[config.mk]
export PLATFORM = sky130hd
export DESIGN_NAME = telnet_iac_stream_parser_unit_flat
export DESIGN_NICKNAME = d
export VERILOG_FILES = /design/src/rtl/core/tisp_pkg.sv /design/src/rtl/core/tisp_stream_if.sv /design/src/rtl/core/tisp_ram.sv /design/src/rtl/core/tisp_ctrl.sv /design/src/rtl/core/tisp_obuf.sv /design/src/rtl/core/telnet_iac_stream_parser_unit.sv /design/src/flat_wrapper.sv
export SDC_FILE = /design/constraint.sdc
export NUM_CORES = 1
export LEC_CHECK = 0
export BUFFER_PORTS_ARGS = -buffer_cell sky130_fd_sc_hd__buf_2
export CORE_AREA = 2 2 39 41
export DETAILED_ROUTE_END_ITERATION = 8
export DIE_AREA = 0 0 41 43
export PLACE_DENSITY = 0.42
export SYNTH_ARGS = -nofsm -noshare
export SYNTH_HDL_FRONTEND = slang
export SYNTH_SLANG_ARGS = --single-unit
[constraint.sdc]
create_clock -name clk_i -period 3.5 [get_ports clk_i]
set_input_delay 0.35 -clock clk_i [delete_from_list [all_inputs] [get_ports clk_i]]
set_output_delay 0.35 -clock clk_i [all_outputs]
set_load 0.01 [all_outputs]
[src/rtl/core/tisp_pkg.sv]
// shared types, byte codes and result kinds of the telnet iac stream parser
package tisp_pkg;

  localparam int unsigned SUB_DEPTH_DEF = 64;

  localparam logic [7:0] BYTE_IAC = 8'hFF;
  localparam logic [7:0] BYTE_SB  = 8'd250;
  localparam logic [7:0] BYTE_SE  = 8'd240;

  localparam logic [2:0] KIND_APP_BYTE = 3'd0;
  localparam logic [2:0] KIND_APP_END  = 3'd1;
  localparam logic [2:0] KIND_COMMAND  = 3'd2;
  localparam logic [2:0] KIND_NEGOTIATE = 3'd3;
  localparam logic [2:0] KIND_SUB_BYTE = 3'd4;
  localparam logic [2:0] KIND_SUB_EMPTY = 3'd5;

  typedef struct packed {
    logic [7:0] data_byte;
    logic       chunk_end;
  } in_t;

  typedef struct packed {
    logic [2:0] kind;
    logic [7:0] value;
    logic [7:0] code;
    logic       last;
    logic       sub_overflow;
  } res_t;

  function automatic logic is_standalone(input logic [7:0] b);
    return b inside {8'd239, [8'd241:8'd249]};
  endfunction

endpackage

[src/rtl/core/tisp_stream_if.sv]
// valid/ready stream channel carrying one payload per beat
interface tisp_stream_if #(
  parameter type payload_t = logic
) ();
  logic     valid;
  logic     ready;
  payload_t data;

  modport source (output valid, output data, input ready);
  modport sink   (input valid, input data, output ready);
endinterface

[src/rtl/core/tisp_ram.sv]
// generic single write port, single read port ram with registered read
module tisp_ram #(
  parameter int unsigned WIDTH = 8,
  parameter int unsigned DEPTH = 64
) (
  input  logic                     clk_i,
  input  logic                     we_i,
  input  logic [$clog2(DEPTH)-1:0] waddr_i,
  input  logic [WIDTH-1:0]         wdata_i,
  input  logic                     re_i,
  input  logic [$clog2(DEPTH)-1:0] raddr_i,
  output logic [WIDTH-1:0]         rdata_o
);
  logic [WIDTH-1:0] mem [DEPTH];
  logic [WIDTH-1:0] rdata_q;

  always_ff @(posedge clk_i) begin
    if (we_i) begin
      mem[waddr_i] <= wdata_i;
    end
    if (re_i) begin
      rdata_q <= mem[raddr_i];
    end
  end

  assign rdata_o = rdata_q;
endmodule

[src/rtl/core/tisp_ctrl.sv]
// parser state machine, subnegotiation buffering and drain sequencing
module tisp_ctrl #(
  parameter int unsigned SUB_DEPTH = tisp_pkg::SUB_DEPTH_DEF
) (
  input  logic                         clk_i,
  input  logic                         rst_ni,
  input  logic                         in_valid_i,
  input  tisp_pkg::in_t                in_data_i,
  output logic                         in_ready_o,
  output logic                         res_valid_o,
  output tisp_pkg::res_t               res_o,
  input  logic                         res_ready_i,
  output logic                         mem_we_o,
  output logic [$clog2(SUB_DEPTH)-1:0] mem_waddr_o,
  output logic [7:0]                   mem_wdata_o,
  output logic                         mem_re_o,
  output logic [$clog2(SUB_DEPTH)-1:0] mem_raddr_o,
  input  logic [7:0]                   mem_rdata_i
);
  import tisp_pkg::*;

  localparam int unsigned AW = $clog2(SUB_DEPTH);
  localparam int unsigned CW = $clog2(SUB_DEPTH + 1);
  localparam logic [CW-1:0] DEPTH_C = CW'(SUB_DEPTH);

  typedef enum logic [2:0] {
    ST_DATA, ST_IAC, ST_NEG, ST_SBOPT, ST_SBDATA, ST_SBIAC
  } parse_e;

  typedef enum logic [1:0] {
    MD_RUN, MD_DRAIN, MD_TAIL
  } mode_e;

  parse_e        parse_q, parse_d;
  mode_e         mode_q, mode_d;
  logic [7:0]    pend_q, pend_d;
  logic [7:0]    opt_q, opt_d;
  logic [CW-1:0] count_q, count_d;
  logic [CW-1:0] idx_q, idx_d;
  logic          app_q, app_d;
  logic          ovf_q, ovf_d;
  logic          tail_q, tail_d;

  logic          push;
  logic [7:0]    push_byte;
  logic          r1_valid;
  res_t          r1;
  logic          drain_start;
  logic          tail;
  logic [7:0]    b;

  assign b = in_data_i.data_byte;

  always_comb begin
    parse_d     = parse_q;
    mode_d      = mode_q;
    pend_d      = pend_q;
    opt_d       = opt_q;
    count_d     = count_q;
    idx_d       = idx_q;
    app_d       = app_q;
    ovf_d       = ovf_q;
    tail_d      = tail_q;
    in_ready_o  = 1'b0;
    res_valid_o = 1'b0;
    res_o       = '0;
    mem_we_o    = 1'b0;
    mem_waddr_o = count_q[AW-1:0];
    mem_wdata_o = 8'h00;
    mem_re_o    = 1'b0;
    mem_raddr_o = idx_q[AW-1:0];
    push        = 1'b0;
    push_byte   = b;
    r1_valid    = 1'b0;
    r1          = '0;
    drain_start = 1'b0;
    tail        = 1'b0;

    case (mode_q)
      MD_RUN: begin
        in_ready_o = res_ready_i;
        if (in_valid_i && res_ready_i) begin
          case (parse_q)
            ST_IAC: begin
              parse_d = ST_DATA;
              if (b == BYTE_IAC) begin
                r1_valid = 1'b1;
                r1.kind  = KIND_APP_BYTE;
                r1.value = BYTE_IAC;
                app_d    = 1'b1;
              end else if (b == BYTE_SB) begin
                parse_d = ST_SBOPT;
              end else if (b == BYTE_SE) begin
                parse_d = ST_DATA;
              end else if (is_standalone(b)) begin
                r1_valid = 1'b1;
                r1.kind  = KIND_COMMAND;
                r1.code  = b;
              end else begin
                pend_d  = b;
                parse_d = ST_NEG;
              end
            end
            ST_NEG: begin
              r1_valid = 1'b1;
              r1.kind  = KIND_NEGOTIATE;
              r1.value = b;
              r1.code  = pend_q;
              parse_d  = ST_DATA;
            end
            ST_SBOPT: begin
              opt_d   = b;
              count_d = '0;
              ovf_d   = 1'b0;
              parse_d = ST_SBDATA;
            end
            ST_SBDATA: begin
              if (b == BYTE_IAC) begin
                parse_d = ST_SBIAC;
              end else begin
                push = 1'b1;
              end
            end
            ST_SBIAC: begin
              parse_d = ST_SBDATA;
              if (b == BYTE_IAC) begin
                push      = 1'b1;
                push_byte = BYTE_IAC;
              end else if (b == BYTE_SE) begin
                parse_d = ST_DATA;
                if (count_q == '0) begin
                  r1_valid        = 1'b1;
                  r1.kind         = KIND_SUB_EMPTY;
                  r1.code         = opt_q;
                  r1.sub_overflow = ovf_q;
                  ovf_d           = 1'b0;
                end else begin
                  drain_start = 1'b1;
                end
              end
            end
            default: begin
              if (b == BYTE_IAC) begin
                if (app_q) begin
                  r1_valid = 1'b1;
                  r1.kind  = KIND_APP_END;
                end
                app_d   = 1'b0;
                parse_d = ST_IAC;
              end else begin
                r1_valid = 1'b1;
                r1.kind  = KIND_APP_BYTE;
                r1.value = b;
                app_d    = 1'b1;
                parse_d  = ST_DATA;
              end
            end
          endcase

          tail = in_data_i.chunk_end && app_d;
          if (tail) begin
            app_d = 1'b0;
          end

          if (push) begin
            if (count_q < DEPTH_C) begin
              mem_we_o    = 1'b1;
              mem_wdata_o = push_byte;
              count_d     = count_q + CW'(1);
            end else begin
              ovf_d = 1'b1;
            end
          end

          if (drain_start) begin
            mem_re_o    = 1'b1;
            mem_raddr_o = '0;
            idx_d       = CW'(1);
            tail_d      = tail;
            mode_d      = MD_DRAIN;
          end else if (r1_valid) begin
            res_valid_o = 1'b1;
            res_o       = r1;
            res_o.last  = !tail;
            if (tail) begin
              mode_d = MD_TAIL;
            end
          end else if (tail) begin
            res_valid_o = 1'b1;
            res_o.kind  = KIND_APP_END;
            res_o.last  = 1'b1;
          end
        end
      end
      MD_DRAIN: begin
        res_valid_o        = 1'b1;
        res_o.kind         = KIND_SUB_BYTE;
        res_o.value        = mem_rdata_i;
        res_o.code         = opt_q;
        res_o.sub_overflow = ovf_q;
        res_o.last         = (idx_q == count_q) && !tail_q;
        if (res_ready_i) begin
          if (idx_q != count_q) begin
            mem_re_o = 1'b1;
            idx_d    = idx_q + CW'(1);
          end else begin
            count_d = '0;
            ovf_d   = 1'b0;
            mode_d  = tail_q ? MD_TAIL : MD_RUN;
          end
        end
      end
      MD_TAIL: begin
        res_valid_o = 1'b1;
        res_o.kind  = KIND_APP_END;
        res_o.last  = 1'b1;
        if (res_ready_i) begin
          mode_d = MD_RUN;
        end
      end
      default: begin
        mode_d = MD_RUN;
      end
    endcase
  end

  always_ff @(posedge clk_i or negedge rst_ni) begin
    if (!rst_ni) begin
      parse_q <= ST_DATA;
      mode_q  <= MD_RUN;
      pend_q  <= 8'hFF;
      opt_q   <= 8'h00;
      count_q <= '0;
      idx_q   <= '0;
      app_q   <= 1'b0;
      ovf_q   <= 1'b0;
      tail_q  <= 1'b0;
    end else begin
      parse_q <= parse_d;
      mode_q  <= mode_d;
      pend_q  <= pend_d;
      opt_q   <= opt_d;
      count_q <= count_d;
      idx_q   <= idx_d;
      app_q   <= app_d;
      ovf_q   <= ovf_d;
      tail_q  <= tail_d;
    end
  end

  a_no_write_in_drain: assert property (@(posedge clk_i) disable iff (!rst_ni)
    (mode_q == MD_DRAIN) |-> !mem_we_o)
    else $error("sub buffer written while draining");

  a_drain_idx_bound: assert property (@(posedge clk_i) disable iff (!rst_ni)
    (mode_q == MD_DRAIN) |-> (idx_q != '0 && idx_q <= count_q))
    else $error("drain index out of range");

  a_count_bound: assert property (@(posedge clk_i) disable iff (!rst_ni)
    count_q <= DEPTH_C)
    else $error("sub count beyond buffer depth");

  a_drain_data_held: assert property (@(posedge clk_i) disable iff (!rst_ni)
    (mode_q == MD_DRAIN && !res_ready_i) |=> $stable(mem_rdata_i))
    else $error("stalled drain beat lost its byte");
endmodule

[src/rtl/core/tisp_obuf.sv]
// two-entry output buffer decoupling result generation from the sink
module tisp_obuf (
  input  logic           clk_i,
  input  logic           rst_ni,
  input  logic           res_valid_i,
  input  tisp_pkg::res_t res_i,
  output logic           res_ready_o,
  output logic           out_valid_o,
  output tisp_pkg::res_t out_data_o,
  input  logic           out_ready_i
);
  import tisp_pkg::*;

  res_t       buf_q [2];
  logic       wptr_q, rptr_q;
  logic [1:0] cnt_q;
  logic       push, pop;

  assign res_ready_o = (cnt_q != 2'd2);
  assign out_valid_o = (cnt_q != 2'd0);
  assign out_data_o  = buf_q[rptr_q];
  assign push        = res_valid_i && res_ready_o;
  assign pop         = out_valid_o && out_ready_i;

  always_ff @(posedge clk_i) begin
    if (push) begin
      buf_q[wptr_q] <= res_i;
    end
  end

  always_ff @(posedge clk_i or negedge rst_ni) begin
    if (!rst_ni) begin
      wptr_q <= 1'b0;
      rptr_q <= 1'b0;
      cnt_q  <= 2'd0;
    end else begin
      if (push) begin
        wptr_q <= !wptr_q;
      end
      if (pop) begin
        rptr_q <= !rptr_q;
      end
      case ({push, pop})
        2'b10:   cnt_q <= cnt_q + 2'd1;
        2'b01:   cnt_q <= cnt_q - 2'd1;
        default: cnt_q <= cnt_q;
      endcase
    end
  end
endmodule

[src/rtl/core/telnet_iac_stream_parser_unit.sv]
// telnet iac stream parser, top level
// Takes one received byte per beat and returns parsed beats: application
// bytes, block ends, commands, negotiations and subnegotiation runs, with
// last set on the final beat caused by each input byte. A byte that causes
// at most one result is taken with it; one that also closes a chunk of
// application data adds a block end beat that the next byte waits for.
// IAC SE ending a subnegotiation with buffered bytes holds the input while
// they leave the buffer RAM through its single read port, one per cycle
// while the output buffer has room. A two-beat buffer lets the parser run
// on while the sink stalls. The buffer RAM needs no clearing after reset.
module telnet_iac_stream_parser_unit #(
  parameter int unsigned SUB_DEPTH = tisp_pkg::SUB_DEPTH_DEF
) (
  input  logic          clk_i,
  input  logic          rst_ni,
  tisp_stream_if.sink   in_i,
  tisp_stream_if.source out_o
);
  import tisp_pkg::*;

  localparam int unsigned AW = $clog2(SUB_DEPTH);

  in_t           in_data;
  res_t          res;
  res_t          out_data;
  logic          res_valid, res_ready;
  logic          mem_we, mem_re;
  logic [AW-1:0] mem_waddr, mem_raddr;
  logic [7:0]    mem_wdata, mem_rdata;

  assign in_data    = in_i.data;
  assign out_o.data = out_data;

  tisp_ctrl #(
    .SUB_DEPTH(SUB_DEPTH)
  ) u_ctrl (
    .clk_i       (clk_i),
    .rst_ni      (rst_ni),
    .in_valid_i  (in_i.valid),
    .in_data_i   (in_data),
    .in_ready_o  (in_i.ready),
    .res_valid_o (res_valid),
    .res_o       (res),
    .res_ready_i (res_ready),
    .mem_we_o    (mem_we),
    .mem_waddr_o (mem_waddr),
    .mem_wdata_o (mem_wdata),
    .mem_re_o    (mem_re),
    .mem_raddr_o (mem_raddr),
    .mem_rdata_i (mem_rdata)
  );

  tisp_ram #(
    .WIDTH(8),
    .DEPTH(SUB_DEPTH)
  ) u_sub_ram (
    .clk_i   (clk_i),
    .we_i    (mem_we),
    .waddr_i (mem_waddr),
    .wdata_i (mem_wdata),
    .re_i    (mem_re),
    .raddr_i (mem_raddr),
    .rdata_o (mem_rdata)
  );

  tisp_obuf u_obuf (
    .clk_i       (clk_i),
    .rst_ni      (rst_ni),
    .res_valid_i (res_valid),
    .res_i       (res),
    .res_ready_o (res_ready),
    .out_valid_o (out_o.valid),
    .out_data_o  (out_data),
    .out_ready_i (out_o.ready)
  );
endmodule
[src/flat_wrapper.sv]
// flat-port wrapper written by rule: the top's interface ports become plain ports
module telnet_iac_stream_parser_unit_flat import tisp_pkg::*;
#(
  parameter int unsigned SUB_DEPTH = tisp_pkg::SUB_DEPTH_DEF
)
  (clk_i, rst_ni, in_i_valid, in_i_data, in_i_ready, out_o_valid, out_o_data, out_o_ready);
  tisp_stream_if in_i_i ();
  tisp_stream_if out_o_i ();
  input  logic clk_i;
  input  logic rst_ni;
  input wire logic [$bits(in_i_i.valid)-1:0] in_i_valid;
  input wire logic [$bits(in_i_i.data)-1:0] in_i_data;
  output wire logic [$bits(in_i_i.ready)-1:0] in_i_ready;
  output wire logic [$bits(out_o_i.valid)-1:0] out_o_valid;
  output wire logic [$bits(out_o_i.data)-1:0] out_o_data;
  input wire logic [$bits(out_o_i.ready)-1:0] out_o_ready;
  assign in_i_i.valid = in_i_valid;
  assign in_i_i.data = in_i_data;
  assign in_i_ready = in_i_i.ready;
  assign out_o_valid = out_o_i.valid;
  assign out_o_data = out_o_i.data;
  assign out_o_i.ready = out_o_ready;
  telnet_iac_stream_parser_unit #(.SUB_DEPTH(SUB_DEPTH)) u_core (.clk_i(clk_i), .rst_ni(rst_ni), .in_i(in_i_i), .out_o(out_o_i));
endmodule
==> summary.txt <==
Run
  – Max-Cap Viols: 0

CTS
  – Clock slew at reported path FFs: 0.04 ns
  – CTS tree: yes
  – Clk sinks: 3
  – CTS max path bufs: 2
  – Clk_lat worst skew: 0.23 ns
  – H-tree levels: 1
  – Clock buffer count from CTS: 3
  – CTS root buf: clkbuf_4

STA
  – Worst hold slack: 0.369 ns
  – Final number of hold-violating endpoints: 0
  – RSZ-0062 raised after global routing: no
  – Fin crit period: 1.59 ns
  – Max Clk Rate: 630 MHz
  – Crit share post-route: 0.453
  – Setup violations, final: 0
  – Setup TNS: 0 ns
  – PnR worst setup slack: 1.91 ns
  – Worst clock skew: 0.000771 ns
  – Max-slew violation count: 0

Global routing
  – First-pass GRT wire length: 593 um
  – Largest net degree at the start of global routing: 5
  – Busiest grt layer: met4
  – GRT overflow: 0
  – Met3 usage: 0.0471
  – Initial antenna violation count: 0
  – GR Layer Usage met1: 0.0583
  – Vias in the first global route: 163
  – Routing usage on met2: 0.0719
  – Gr usage total: 0.0624

Synthesis
  – Register area share after synthesis: 0.426
  – Mux cell area share after synthesis: 0
  – Post-synth top area share: 0.426
  – Area leader, netlist: dfrtp_1
  – YS warnings: 0
  – Synth top area cells: dfrtp_1 43%, xnor2_1 9.9%, and2_1 7.1%
  – Yosys cell types: 12
  – Complex-gate fraction of the synthesized area: 0.0922
  – Post-synthesis xor/xnor area fraction: 0.149
  – Post-synthesis cell area: 176 um^2
  – Post-Synth Simple-Gate Area: 0.199
  – Main combinational cell family by area after synthesis: simple AND/OR/NAND/NOR gates
  – Synthesized net count: 23
  – Register bit total from synthesis: 3
  – Avg Cell Area, Syn: 10.4 um^2
  – Post-Synth Adder-Cell Area: 0.0709
  – Post-Syn Instances: 17

Detailed routing
  – Starting DRT DRC Count: 1
  – Vias: 142
  – Routed vias/inst: 3.30
  – Remaining antenna violation count: 0
  – DRC viols: 0
  – DRT Pass-1 Iters: 2
  – Drt total wl: 371 um
  – Wirelength per Cell: 8.63 um

Placed design
  – Placed insts: 38
  – Pre-CTS setup slack: 1.91 ns
  – Placed cell areas: 219 um^2
  – GP Congestion: 0.604
  – I/O Buffers: 6

Setup path
  – Critical Path RT: 3.61 ns
  – Crit-path max FO: 4
  – FF-to-FF End: u_core.u_obuf.cnt_q[1]
  – Reg2reg setup slack: 1.91 ns
  – Path depth of the worst reg2reg path: 6
  – CP Class: reg -> reg
  – Crit path arrival time: 1.70 ns
  – Worst r2r src: u_core.u_obuf.cnt_q[0]
  – CP endpoint kind: flip-flop
  – CP Launch Type: flip-flop

Finish
  – Nets: 34
  – Synthesis-to-finish area growth: 44.7%
  – Fin cells: 43
  – Final Cell Area: 255 um^2
  – Share of layout cells above drive strength 1: 0.444
  – Diodes inserted: 0

Die
  – Die height: 43 um
  – Initial Util: 0.127
  – Core Rows: 14
  – Die width: 41 um
  – Die area: 1760 um^2
  – Ports: 8
  – Area of the core: 1380 um^2

Hold path
  – Hold path start: in_i_data
  – Worst hold stages: 2
  – Hold path endpoint: u_core.u_ctrl.mode_q[1]
  – Worst hold path class: in -> reg

Pwr
  – Static leakage: 0.119 nW
  – Max VDD drop: 0.208 mV
  – Pwr/cell area: 930 nW/um^2

Status
  – Status: finished clean
-- stage by stage --
step                power, W  utilization
detailed placement  0.000178        0.158
global route        0.000263        0.184
global placement    0.000169        0.158
floorplan           0.000149            -
finish              0.000237        0.184
CTS                 0.000244        0.184
-- sequential cells by signal (all words and copies together), names as in the netlist --
name	count
u_core.u_obuf.cnt_q	2
u_core.u_ctrl.mode_q	1
-- worst max-delay path, stage by stage (launching register included) --
cell and delay (ns):
dfrtp_1 0.42, or2_2 0.30, and2_1 0.17, ha_1 0.21, xnor2_1 0.16, nor2_1 0.06
xor2_1 0.13
-- Yosys cell counts --
| cell type | instances |
|---|---|
| buf_4 | 1 |
| conb_1 | 1 |
| xor2_1 | 1 |
| nor2b_2 | 1 |
| and2_1 | 2 |
| o21bai_1 | 1 |
| dfrtp_1 | 3 |
| nor2_1 | 2 |
| ha_1 | 1 |
| xnor2_1 | 2 |
| or2_2 | 1 |
| a31o_2 | 1 |
-- kinds of logic after synthesis --
group           Yosys count
xor+xnor                  3
other cells               1
fa+ha+maj                 1
flops                     3
buf+inv                   1
compound gates            2
simple gates              6
-- layer usage --
layer / share of wire / vias to the layer above
li1: - / 73
met1: 0.39 / 62
met2: 0.46 / 7
met3: 0.15 / 0
met4: 0 / 0
met5: 0 / -
-- placed cells by master (no fill, tap or decap), drive strengths merged --
cell type    n
a31o         1
and2         2
buf          6
clkbuf       4
conb         1
dfrtp        3
dlygate4sd3  1
ha           1
nor2         2
nor2b        1
o21bai       1
or2          1
xnor2        2
xor2         1
-- final cells by class --
cell class	instances	area, um^2
Multi-Input combinational cell	13	93.8
Timing Repair Buffer	7	40.0
Clock buffer	4	26.3
Fill cell	155	1130
Tap cell	16	20.0
Sequential cell	3	75.1
-- how the worst max path moves through the flow --
stage	start	to	slack [ns]	cells after the start
floorplan	u_core.u_obuf.cnt_q[0]	u_core.u_obuf.cnt_q[1]	1.97	5
global placement	u_core.u_obuf.cnt_q[0]	u_core.u_obuf.cnt_q[1]	1.98	6
detailed placement	u_core.u_obuf.cnt_q[0]	u_core.u_obuf.cnt_q[1]	1.91	6
CTS	u_core.u_obuf.cnt_q[0]	u_core.u_obuf.cnt_q[1]	1.89	6
global route	u_core.u_obuf.cnt_q[0]	u_core.u_obuf.cnt_q[1]	1.80	6
finish	u_core.u_obuf.cnt_q[0]	u_core.u_obuf.cnt_q[1]	1.91	6
-- power by group --
part           internal, W  switching (W)
clock            0.0000427      0.0000181
sequential       0.0000528      0.0000165
combinational    0.0000590      0.0000481
total             0.000155      0.0000827
-- repair_timing --
action / in CTS / in global routing
endpoints found under the setup margin: 0 / 0
hold buffers: 1 / 0
setup buffers: 0 / 0
resized for setup: 0 / 0
endpoints found under the hold margin: 3 / 0
(Power assumes the default switching activity.)
